**config.mk**
```make
export PLATFORM = sky130hd
export DESIGN_NAME = key_tap_hold_classifier
export DESIGN_NICKNAME = d
export VERILOG_FILES = /design/src/sv/kthc_pkg.sv /design/src/sv/kthc_alu.sv /design/src/sv/kthc_store.sv /design/src/sv/key_tap_hold_classifier.sv
export SDC_FILE = /design/constraint.sdc
export NUM_CORES = 1
export LEC_CHECK = 0
export BUFFER_PORTS_ARGS = -buffer_cell sky130_fd_sc_hd__clkbuf_2
export CAP_MARGIN = 20
export CELL_PAD_IN_SITES_DETAIL_PLACEMENT = 0
export CELL_PAD_IN_SITES_GLOBAL_PLACEMENT = 1
export CORE_AREA = 2 2 249 251
export CTS_CLUSTER_SIZE = 30
export DETAILED_ROUTE_END_ITERATION = 10
export DIE_AREA = 0 0 251 253
export HOLD_SLACK_MARGIN = 0.03
export MAX_ROUTING_LAYER = met4
export PLACE_DENSITY = 0.91
export SLEW_MARGIN = 0
export SYNTH_ARGS = -nofsm -noshare
export SYNTH_HDL_FRONTEND = slang
export SYNTH_HIERARCHICAL = 1
export SYNTH_SLANG_ARGS = --single-unit
```
**constraint.sdc**
```tcl
create_clock -name clk_i -period 7.6 [get_ports clk_i]
set_input_delay 1.52 -clock clk_i [delete_from_list [all_inputs] [get_ports clk_i]]
set_output_delay 1.52 -clock clk_i [all_outputs]
set_load 0.1 [all_outputs]
```
**src/sv/kthc_pkg.sv**
```systemverilog
package kthc_pkg;

  // Largest supported key count and the fixed index of the polled key
  localparam int unsigned MAX_KEYS   = 5;
  localparam int unsigned KEY_IDX_W  = 3;
  localparam logic [KEY_IDX_W-1:0] POLLED_KEY = 3'd4;

  // Configuration register width and indexes
  localparam int unsigned CFG_W     = 16;
  localparam int unsigned CFG_IDX_W = 2;
  localparam logic [CFG_IDX_W-1:0] REG_DEBOUNCE     = 2'd0;
  localparam logic [CFG_IDX_W-1:0] REG_TAP_LIMIT    = 2'd1;
  localparam logic [CFG_IDX_W-1:0] REG_AUTO_RELEASE = 2'd2;

  localparam logic [CFG_W-1:0] DEBOUNCE_RST     = 16'd20;
  localparam logic [CFG_W-1:0] TAP_LIMIT_RST    = 16'd300;
  localparam logic [CFG_W-1:0] AUTO_RELEASE_RST = 16'd2000;

  // Request types
  localparam logic REQ_EVENT = 1'b0;
  localparam logic REQ_POLL  = 1'b1;

  // Per-key result codes
  localparam logic [1:0] RES_NONE = 2'd0;
  localparam logic [1:0] RES_TAP  = 2'd1;
  localparam logic [1:0] RES_HOLD = 2'd2;

  typedef enum logic [1:0] {
    PH_START    = 2'd0,
    PH_DEBOUNCE = 2'd1,
    PH_HELD     = 2'd2,
    PH_RELEASED = 2'd3
  } phase_e;

  typedef enum logic [2:0] {
    ST_IDLE,
    ST_EVENT,
    ST_POLL,
    ST_CLASSIFY,
    ST_RELEASE,
    ST_DONE
  } state_e;

  // Write strobes into the time store; clr writes zero instead of the request time
  typedef struct packed {
    logic rise_we;
    logic rise_clr;
    logic fall_we;
    logic fall_clr;
    logic rel_we;
  } store_wr_t;

  // Flags from the shared subtract/compare unit
  typedef struct packed {
    logic neg;
    logic gt_a;
    logic lt_b;
  } alu_flags_t;

endpackage

```
**src/sv/kthc_alu.sv**
```systemverilog
module kthc_alu
  import kthc_pkg::*;
#(
  parameter int unsigned TIME_BITS = 32
) (
  input  logic [TIME_BITS-1:0] op_a_i,
  input  logic [TIME_BITS-1:0] op_b_i,
  input  logic [CFG_W-1:0]     thr_a_i,
  input  logic [CFG_W-1:0]     thr_b_i,
  output alu_flags_t           flags_o
);

  logic [TIME_BITS-1:0] diff;

  // wrap-around difference, then one compare against each threshold
  assign diff          = op_a_i - op_b_i;
  assign flags_o.neg   = diff[TIME_BITS-1];
  assign flags_o.gt_a  = diff > TIME_BITS'(thr_a_i);
  assign flags_o.lt_b  = diff < TIME_BITS'(thr_b_i);

endmodule

```
**src/sv/kthc_store.sv**
```systemverilog
module kthc_store
  import kthc_pkg::*;
#(
  parameter int unsigned KEY_COUNT = 5,
  parameter int unsigned TIME_BITS = 32
) (
  input  logic                 clk_i,
  input  logic                 rst_ni,
  input  logic [KEY_IDX_W-1:0] idx_i,
  input  store_wr_t            wr_i,
  input  logic [TIME_BITS-1:0] now_i,
  output logic [TIME_BITS-1:0] rise_o,
  output logic [TIME_BITS-1:0] fall_o,
  output logic [TIME_BITS-1:0] rel_o
);

  localparam int unsigned IDX_W = (KEY_COUNT > 1) ? $clog2(KEY_COUNT) : 1;

  logic [TIME_BITS-1:0] rise_q [KEY_COUNT];
  logic [TIME_BITS-1:0] fall_q [KEY_COUNT];
  logic [TIME_BITS-1:0] rel_q  [KEY_COUNT];
  logic                 sel_ok;
  logic [IDX_W-1:0]     sel;

  assign sel_ok = 32'(idx_i) < KEY_COUNT;
  assign sel    = idx_i[IDX_W-1:0];

  assign rise_o = sel_ok ? rise_q[sel] : '0;
  assign fall_o = sel_ok ? fall_q[sel] : '0;
  assign rel_o  = sel_ok ? rel_q[sel]  : '0;

  always_ff @(posedge clk_i or negedge rst_ni) begin
    if (!rst_ni) begin
      for (int k = 0; k < KEY_COUNT; k++) begin
        rise_q[k] <= '0;
        fall_q[k] <= '0;
        rel_q[k]  <= '0;
      end
    end else if (sel_ok) begin
      if (wr_i.rise_we) begin
        rise_q[sel] <= wr_i.rise_clr ? '0 : now_i;
      end
      if (wr_i.fall_we) begin
        fall_q[sel] <= wr_i.fall_clr ? '0 : now_i;
      end
      if (wr_i.rel_we) begin
        rel_q[sel] <= now_i;
      end
    end
  end

endmodule

```
**src/sv/key_tap_hold_classifier.sv**
```systemverilog
// Tap/hold classifier for up to five keys. A level-change request for keys
// 0-3 holds the block in the event state, which updates the store, and
// returns nothing. A poll request runs the key 4 detector (when KEY_COUNT is
// 5), then walks every key through one shared subtract-and-compare unit: one
// step classifies the stored press, the next checks auto-release. The done
// state then yields one result with a code per key; the detector step is
// skipped below five keys. The per-key time store is read at the sequencer's
// key index. The input is ready again only when the sequencer is back in
// idle; a finished result waits in an output register and does not hold off new
// requests unless a second poll finishes before the first result is taken.
// Configuration is to be written through cfg_we_i/cfg_addr_i/cfg_wdata_i only
// while idle; the block itself does not enforce this.
module key_tap_hold_classifier
  import kthc_pkg::*;
#(
  parameter int unsigned KEY_COUNT = 5,
  parameter int unsigned TIME_BITS = 32
) (
  input  logic                 clk_i,
  input  logic                 rst_ni,
  // configuration
  input  logic                 cfg_we_i,
  input  logic [CFG_IDX_W-1:0] cfg_addr_i,
  input  logic [CFG_W-1:0]     cfg_wdata_i,
  // request channel
  input  logic                 in_valid_i,
  output logic                 in_ready_o,
  input  logic                 req_type_i,
  input  logic [1:0]           key_index_i,
  input  logic                 key_level_i,
  input  logic [31:0]          now_ms_i,
  // result channel
  output logic                 out_valid_o,
  input  logic                 out_ready_i,
  output logic [1:0]           state_key0_o,
  output logic [1:0]           state_key1_o,
  output logic [1:0]           state_key2_o,
  output logic [1:0]           state_key3_o,
  output logic [1:0]           state_key4_o
);

  // configuration registers
  logic [CFG_W-1:0] deb_q, tap_q, auto_q;

  // sequencer
  state_e               state_q, state_d;
  logic [KEY_IDX_W-1:0] idx_q, idx_d;
  phase_e               phase_q, phase_d;

  // request payload held for the duration of the walk
  logic                 level_q;
  logic [TIME_BITS-1:0] now_q;

  // per-key results being built and the output register
  logic [1:0] acc_q [MAX_KEYS];
  logic [1:0] acc_d [MAX_KEYS];
  logic [1:0] res_q [MAX_KEYS];
  logic [1:0] res_d [MAX_KEYS];
  logic       out_valid_q, out_valid_d;

  // shared unit and store hookup
  store_wr_t            wr;
  logic [TIME_BITS-1:0] rise_rd, fall_rd, rel_rd;
  logic [TIME_BITS-1:0] alu_a, alu_b;
  logic [CFG_W-1:0]     thr_a, thr_b;
  alu_flags_t           flags;
  logic                 last_key;
  logic                 key_ok;

  assign in_ready_o = (state_q == ST_IDLE);
  assign last_key   = (idx_q == KEY_IDX_W'(KEY_COUNT - 1));
  assign key_ok     = 32'(idx_q) < KEY_COUNT;

  kthc_store #(
    .KEY_COUNT(KEY_COUNT),
    .TIME_BITS(TIME_BITS)
  ) u_store (
    .clk_i  (clk_i),
    .rst_ni (rst_ni),
    .idx_i  (idx_q),
    .wr_i   (wr),
    .now_i  (now_q),
    .rise_o (rise_rd),
    .fall_o (fall_rd),
    .rel_o  (rel_rd)
  );

  kthc_alu #(
    .TIME_BITS(TIME_BITS)
  ) u_alu (
    .op_a_i  (alu_a),
    .op_b_i  (alu_b),
    .thr_a_i (thr_a),
    .thr_b_i (thr_b),
    .flags_o (flags)
  );

  // configuration writes; unknown indexes are dropped
  always_ff @(posedge clk_i or negedge rst_ni) begin
    if (!rst_ni) begin
      deb_q  <= DEBOUNCE_RST;
      tap_q  <= TAP_LIMIT_RST;
      auto_q <= AUTO_RELEASE_RST;
    end else if (cfg_we_i) begin
      unique case (cfg_addr_i)
        REG_DEBOUNCE:     deb_q  <= cfg_wdata_i;
        REG_TAP_LIMIT:    tap_q  <= cfg_wdata_i;
        REG_AUTO_RELEASE: auto_q <= cfg_wdata_i;
        default:          ;
      endcase
    end
  end

  always_ff @(posedge clk_i or negedge rst_ni) begin
    if (!rst_ni) begin
      state_q     <= ST_IDLE;
      idx_q       <= '0;
      phase_q     <= PH_START;
      out_valid_q <= 1'b0;
      for (int k = 0; k < MAX_KEYS; k++) begin
        acc_q[k] <= RES_NONE;
        res_q[k] <= RES_NONE;
      end
    end else begin
      state_q     <= state_d;
      idx_q       <= idx_d;
      phase_q     <= phase_d;
      out_valid_q <= out_valid_d;
      acc_q       <= acc_d;
      res_q       <= res_d;
    end
  end

  // payload capture, no reset needed
  always_ff @(posedge clk_i) begin
    if (in_valid_i && in_ready_o) begin
      level_q <= key_level_i;
      now_q   <= TIME_BITS'(now_ms_i);
    end
  end

  always_comb begin
    state_d     = state_q;
    idx_d       = idx_q;
    phase_d     = phase_q;
    acc_d       = acc_q;
    res_d       = res_q;
    out_valid_d = out_valid_q && !out_ready_i;
    wr          = '0;
    alu_a       = now_q;
    alu_b       = rise_rd;
    thr_a       = deb_q;
    thr_b       = tap_q;

    unique case (state_q)
      ST_IDLE: begin
        if (in_valid_i) begin
          if (req_type_i == REQ_POLL) begin
            for (int k = 0; k < MAX_KEYS; k++) begin
              acc_d[k] = RES_NONE;
            end
            if (KEY_COUNT == MAX_KEYS) begin
              state_d = ST_POLL;
              idx_d   = POLLED_KEY;
            end else begin
              state_d = ST_CLASSIFY;
              idx_d   = '0;
            end
          end else begin
            state_d = ST_EVENT;
            idx_d   = {1'b0, key_index_i};
          end
        end
      end

      // rise recorded once, fall only after a rise
      ST_EVENT: begin
        if (key_ok) begin
          if (level_q && rise_rd == '0) begin
            wr.rise_we = 1'b1;
            wr.rel_we  = 1'b1;
          end else if (!level_q && rise_rd != '0) begin
            wr.fall_we = 1'b1;
          end
        end
        state_d = ST_IDLE;
      end

      // key 4 detector: age of the rise against debounce or auto-release
      ST_POLL: begin
        thr_a = (phase_q == PH_DEBOUNCE) ? deb_q : auto_q;
        if (level_q) begin
          unique case (phase_q)
            PH_START: begin
              wr.rise_we = 1'b1;
              wr.rel_we  = 1'b1;
              phase_d    = PH_DEBOUNCE;
            end
            PH_DEBOUNCE: begin
              if (flags.gt_a) begin
                phase_d = PH_HELD;
              end
            end
            PH_HELD: begin
              if (flags.gt_a) begin
                wr.fall_we = 1'b1;
                phase_d    = PH_RELEASED;
              end
            end
            PH_RELEASED: ;
          endcase
        end else begin
          if (phase_q == PH_HELD) begin
            wr.fall_we = 1'b1;
          end
          phase_d = PH_START;
        end
        state_d = ST_CLASSIFY;
        idx_d   = '0;
      end

      // press duration = fall - rise; stale or short presses stay put
      ST_CLASSIFY: begin
        alu_a = fall_rd;
        alu_b = rise_rd;
        if (rise_rd != '0 && fall_rd != '0 && !flags.neg && flags.gt_a) begin
          acc_d[idx_q] = flags.lt_b ? RES_TAP : RES_HOLD;
          wr.rise_we   = 1'b1;
          wr.rise_clr  = 1'b1;
          wr.fall_we   = 1'b1;
          wr.fall_clr  = 1'b1;
        end
        state_d = ST_RELEASE;
      end

      // forced fall once the last rise is auto_release_ms old
      ST_RELEASE: begin
        alu_b = rel_rd;
        thr_b = auto_q;
        if (!flags.lt_b) begin
          wr.fall_we = 1'b1;
        end
        if (last_key) begin
          state_d = ST_DONE;
        end else begin
          idx_d   = idx_q + 1'b1;
          state_d = ST_CLASSIFY;
        end
      end

      // hand over once the output register is free
      ST_DONE: begin
        if (!out_valid_q || out_ready_i) begin
          res_d       = acc_q;
          out_valid_d = 1'b1;
          state_d     = ST_IDLE;
        end
      end

      default: state_d = ST_IDLE;
    endcase
  end

  assign out_valid_o  = out_valid_q;
  assign state_key0_o = res_q[0];
  assign state_key1_o = res_q[1];
  assign state_key2_o = res_q[2];
  assign state_key3_o = res_q[3];
  assign state_key4_o = res_q[4];

`ifndef SYNTHESIS
  // held is reachable only through debounce
  a_held_via_debounce: assert property (@(posedge clk_i) disable iff (!rst_ni)
    (phase_q == PH_HELD && $past(phase_q) != PH_HELD) |-> $past(phase_q) == PH_DEBOUNCE)
    else $error("key 4 reached held without debounce");

  // a level-change request never produces a result
  a_event_silent: assert property (@(posedge clk_i) disable iff (!rst_ni)
    (in_valid_i && in_ready_o && req_type_i == REQ_EVENT && !out_valid_o) |=> !out_valid_o)
    else $error("result raised by a level-change request");

  // the walk never touches a key beyond KEY_COUNT
  a_idx_range: assert property (@(posedge clk_i) disable iff (!rst_ni)
    (state_q == ST_CLASSIFY || state_q == ST_RELEASE) |-> key_ok)
    else $error("key index out of range during walk");

  // absent key 4 always reports none
  a_absent_key: assert property (@(posedge clk_i) disable iff (!rst_ni)
    (out_valid_o && KEY_COUNT < MAX_KEYS) |-> state_key4_o == RES_NONE)
    else $error("result for an absent key");

  // no undefined result code
  a_res_code: assert property (@(posedge clk_i) disable iff (!rst_ni)
    out_valid_o |-> (state_key0_o != 2'd3 && state_key1_o != 2'd3 && state_key2_o != 2'd3
                     && state_key3_o != 2'd3 && state_key4_o != 2'd3))
    else $error("illegal result code");
`endif

endmodule
```
# After elaboration in Yosys (flattened, before gate mapping)
# Cells that the tools add are included.
# op_classes
n_eq_ne,18
shift,0
div_mod_pow,0
n_lt_le_gt_ge,5
multipliers,0
reduce_logical,32
bitwise_logic,1
addsub,2
muxes,65
# ops
operator,n
160-bit bitwise mux,3
32-bit two-way mux,14
32-bit binary-select mux with 3-bit select,3
32-bit demux with 3-bit select,1
32-bit nonzero test,2
16-bit two-way mux,3
32-bit by 16-bit > comparator with 1-bit output,1
32-bit logical NOT,1
32-bit by 16-bit < comparator with 1-bit output,1
32-bit subtractor,1
10-bit two-way mux,3
10-bit one-hot mux with 2 select lines,1
3-bit two-way mux,6
1-bit two-way mux,16
2-bit AND reduction,8
3-bit one-hot mux with 5 select lines,1
2-bit two-way mux,6
10-bit bitwise mux,1
"3-bit == test, second input constant",3
3-bit one-hot mux with 3 select lines,1
1-bit logical AND,8
"2-bit != test, second input constant",4
4-bit AND reduction,2
2-bit demux with 3-bit select,1
24 further kinds,32
# totals
output_inout_bits,12
mem_count,0
in_bits,59
mem_bits_rw,0
register_bits,590
latch_bits,0
elab_cells,157
romBits,0

# Logic depth before layout (Yosys ltp)
# depth
depth_word,14
mapped_depth,36
depth_no_buf,30

# Cells and area by module
# The synthesis kept the hierarchy.
# by_module_without_submodules
mod,area_per_inst_um2,cells_per_inst,seq_area_each_um2,n_inst
kthc_store,22218.8,2010,12011.5,1
key_tap_hold_classifier,5679.2,516,2932.8,1
kthc_alu,2926.6,439,0.0,1

# Worst setup path after synthesis
# Ideal clock, no wire load.
# synth_path
kind,reg2reg
startpoint,register idx_q[0]
endpoint,register u_store/rise_q[147] (netlist name)
setup_ns,0.121
required_ns,7.479
synth_period_minus_slack_ns,6.038
arrival_time_ns,5.917
path_stages_with_launch,36
path_buffers,6
setup_slack_ns,1.562
path_cell_list,dfrtp_1 -> buf_6 -> buf_6 -> buf_6 -> mux2_4 -> a222oi_1 -> nand2_1 -> mux2_2 -> inv_1 -> ha_1 -> fa_1 -> nor2b_1 -> o31a_1 -> o21a_1 -> nor2_1 -> nor2_1 -> nor2_1 -> xnor2_1 -> ha_1 -> a21o_1 -> a21oi_1 -> o21ai_0 -> a21o_1 -> a21oi_1 -> o31a_1 -> o2111ai_1 -> nor2b_1 -> o2111ai_2 -> nor2_2 -> buf_6 -> or2_1 -> or4b_1 -> buf_4 -> buf_6 -> nand2_1 -> o21ai_2
# synth_rtl
element,line,source
"start, declared",key_tap_hold_classifier.sv:47,"logic [KEY_IDX_W-1:0] idx_q, idx_d;"
"start signal, assigned",key_tap_hold_classifier.sv:126,idx_q <= idx_d;
"end signal, assigned by index",kthc_store.sv:41,rise_q[sel] <= wr_i.rise_clr ? '0 : now_i;
"end, declared",kthc_store.sv:19,logic [TIME_BITS-1:0] rise_q [KEY_COUNT];

==> flow_metrics.py <==
metrics = {
    "clock_network": {
        "cts.sinks": 590,
        "cts.reportedPaths.clkPinSlew_ps": 60,
        "clock_latency_ps": 610,
        "cts_buffers": 67,
        "clock_path_buffers": 3,
        "cts_tree": "yes",
        "htree_levels": 3,
        "cts_root_buf": "clkbuf_16",
    },
    "synthesis": {
        "synth_top_area_share_pct": 44.2,
        "synth_edf_count": 33,
        "ys_async_sr_fraction_pct": 94.4,
        "synth_cell_type_count": 88,
        "synth.largest_area_cell": "dfrtp_1",
        "netlist_instances": 2965,
        "ys_ff_latch": 590,
        "mappedNetlistArea_mm2": 0.0308,
        "synth_warnings": 6,
        "postSynthAreaPerCell_um2": 10.4,
        "seq_area_frac_synth_pct": 48.5,
        "ys_dominant_reg_cell": "dfrtp_1",
        "synthTopCellsByCount": "nand2_1, dfrtp_1, o21ai_0",
        "yosys-top-cells-area": "dfrtp_1, mux2_2, nand2_1, o21ai_0, mux2i_1",
        "synthesis.nets": 3092,
        "yosys.cell_count.top_type": "nand2_1",
    },
    "global_routing": {
        "grt_pass1_vias": 23100,
        "grt_first_pass_wirelength_mm": 133,
        "grt_max_degree": 144,
        "antenna_found_initial": 0,
        "grtUsageTotal_pct": 27.5,
        "overflow": 0,
    },
    "worst_setup_path": {
        "cp.arrival_ps": 7660,
        "reg2reg_setup_slack_ps": 400,
        "crit_top_cell": "nor2_1",
        "path_max_fanout": 64,
        "crit_path_top_delay_cell": "or4b_2",
        "slowest_delay_ps": 600,
        "cp-end-kind": "register",
        "path_class": "register to register",
        "worstPathRequired_ps": 8060,
        "worst_setup_path_start_kind": "register",
    },
    "routing": {
        "wl_met3_mm": 4.89,
        "route.vias.total": 23000,
        "firstDrtPassIters": 7,
        "drt-met1-wl_mm": 35.4,
        "route.top_layer_used": "met4",
        "drt-initial-drc-count": 2187,
        "wire_per_inst_um": 22.0,
        "antenna_left": 0,
        "viasPerCell": 6.02,
        "routed_wl_mm": 84.2,
        "met2RoutedLength_mm": 40.4,
        "route.detailed.drc": 0,
    },
    "timing": {
        "tns_ps": 0,
        "finalClockSkew_ps": 23.8,
        "rsz0062_at_grt": "no",
        "relSlewSlack_pct": 21.6,
        "tightest_slew_ps": 1180,
        "maxClockFrequency_mhz": 139,
        "hold_viol": 0,
        "min_period_ps": 7200,
        "drv_slew": 0,
        "setup_viol": 0,
        "setup_ws_ps": 399,
        "min_period_over_period_pct": 94.8,
    },
    "floorplanning": {
        "fp.coreArea_mm2": 0.0610,
        "die_y_um": 253,
        "rows": 91,
        "ios": 71,
        "fp.dieW_um": 251,
        "start_util_pct": 50.5,
        "dieArea_mm2": 0.0635,
    },
    "hold_path": {
        "hold_class": "register to register",
    },
    "placed_design": {
        "hpwlAfterDp_mm": 55.9,
        "post-place-cells": 3693,
        "port_buffers": 70,
        "preCtsSetupSlack_ps": 449,
        "gp_congestion": 1.01,
    },
    "pwr": {
        "leakage_nw": 15.6,
        "ir_drop_uv": 309,
        "power_density_mw_per_mm2": 490,
    },
    "cells_and_area": {
        "drive_gt1_share_pct": 20.9,
        "syn_to_final_growth_pct": 11.4,
        "fin_nets": 3111,
        "instances_no_fill": 3825,
        "n_antenna_cell": 0,
    },
    "run_status": {
        "outcome": "complete, no violations",
    },
    "job": {
        "cap_violations": 0,
    },
}
## layout make-up
| cell class | instances | area (µm²) |
|---|---|---|
| sequential | 590 | 15000 |
| tap | 790 | 988 |
| inverter | 73 | 274 |
| multi-input combinational | 2099 | 14500 |
| clock inverter | 24 | 348 |
| clock buffer | 96 | 2010 |
| fill | 5111 | 26700 |
| timing repair buffer | 153 | 1230 |
## final timing paths
kind | from | to | cells after the start
max | idx_q[0]$_DFFE_PN0P_ | u_store/rise_q[134]$_DFFE_PN0P_ | 28
max in group asynchronous | rst_ni | state_key1_o[0]$_DFFE_PN0P_ | 2
min | u_store/rise_q[52]$_DFFE_PN0P_ | u_store/rise_q[52]$_DFFE_PN0P_ | 2
min in group asynchronous | rst_ni | u_store/rel_q[22]$_DFFE_PN0P_ | 1
min reg2reg | u_store/rise_q[52]$_DFFE_PN0P_ | u_store/rise_q[52]$_DFFE_PN0P_ | 2
max reg2reg | idx_q[0]$_DFFE_PN0P_ | u_store/rise_q[134]$_DFFE_PN0P_ | 28
## sequential cells by signal (all words and copies together), names as in the netlist
| name | cells |
|---|---|
| u_store/fall_q | 160 |
| acc_q | 10 |
| state_q | 3 |
| auto_q | 16 |
| level_q | 1 |
| out_valid_o | 1 |
| state_key0_o | 2 |
| state_key2_o | 2 |
| phase_q | 2 |
| tap_q | 16 |
| u_store/rel_q | 160 |
| idx_q | 3 |
| now_q | 32 |
| state_key1_o | 2 |
| state_key4_o | 2 |
| u_store/rise_q | 160 |
| state_key3_o | 2 |
| deb_q | 16 |
## cells by family after synthesis
family | after synthesis | share of synthesized area [%]
AOI/OAI and AO/OA | 730 | 15.2
xor gates and xnor gates | 22 | 0.625
adders and majority gates | 68 | 2.78
buffers and inverters | 276 | 4.72
DFF | 590 | 48.5
muxes | 434 | 15.6
and+or+nand+nor | 845 | 12.6
## per-layer routing
metal	vias to the layer above	global-route usage, %
li1	10500	-
met1	11500	35.0
met2	799	44.1
met3	184	3.91
met4	0	11.8
met5	-	-
## report_power, final
part | internal (mW) | switching [mW] | total [mW]
combinational | 3.26 | 5.12 | 8.38
clock | 2.11 | 1.31 | 3.43
sequential | 4.28 | 0.719 | 5.00
## layout by cell type, fill, tap and decap left out, types with 31 or more instances in the layout
cell type / n
and2_1: 33
nand2_1: 568
o21ai_0: 330
nand2b_1: 76
o21ai_2: 37
mux2_2: 256
nor2_1: 46
clkbuf_2: 69
edfxtp_1: 33
ha_1: 67
inv_1: 73
o21ai_1: 50
o21a_1: 70
dfrtp_1: 542
clkbuf_16: 70
buf_4: 63
a222oi_1: 31
o2bb2ai_1: 61
mux2i_1: 134
a21oi_1: 54
## critical path: cells and delay by family, from the launching register on
kind	cells	cell delay (ps)
AO/OA/AOI/OAI	8	1930
AND/OR/NAND/NOR	11	2260
XOR/XNOR	1	390
multiplexers	2	570
adder cells (fa/ha/maj)	3	620
buffers and inverters	3	600
flip-flops	1	560
## through the flow
step	power, mW	hold slack (ps)	area (µm²)	utilization [%]
floorplan	10.8	442	30800	-
global placement	13.0	455	31800	52.2
detailed placement	13.2	462	31800	52.2
CTS	16.7	477	34200	56.0
global route	17.9	495	34300	56.3
finish	16.8	472	34300	56.3
## what timing repair did
item                                    4_1_cts  5_1_grt
gates resized for setup                       0        1
endpoints found under the setup margin        0       49
hold buffers                                  0        0
buffers inserted                              0       11
No activity file was read; power rests on OpenSTA's default activity.
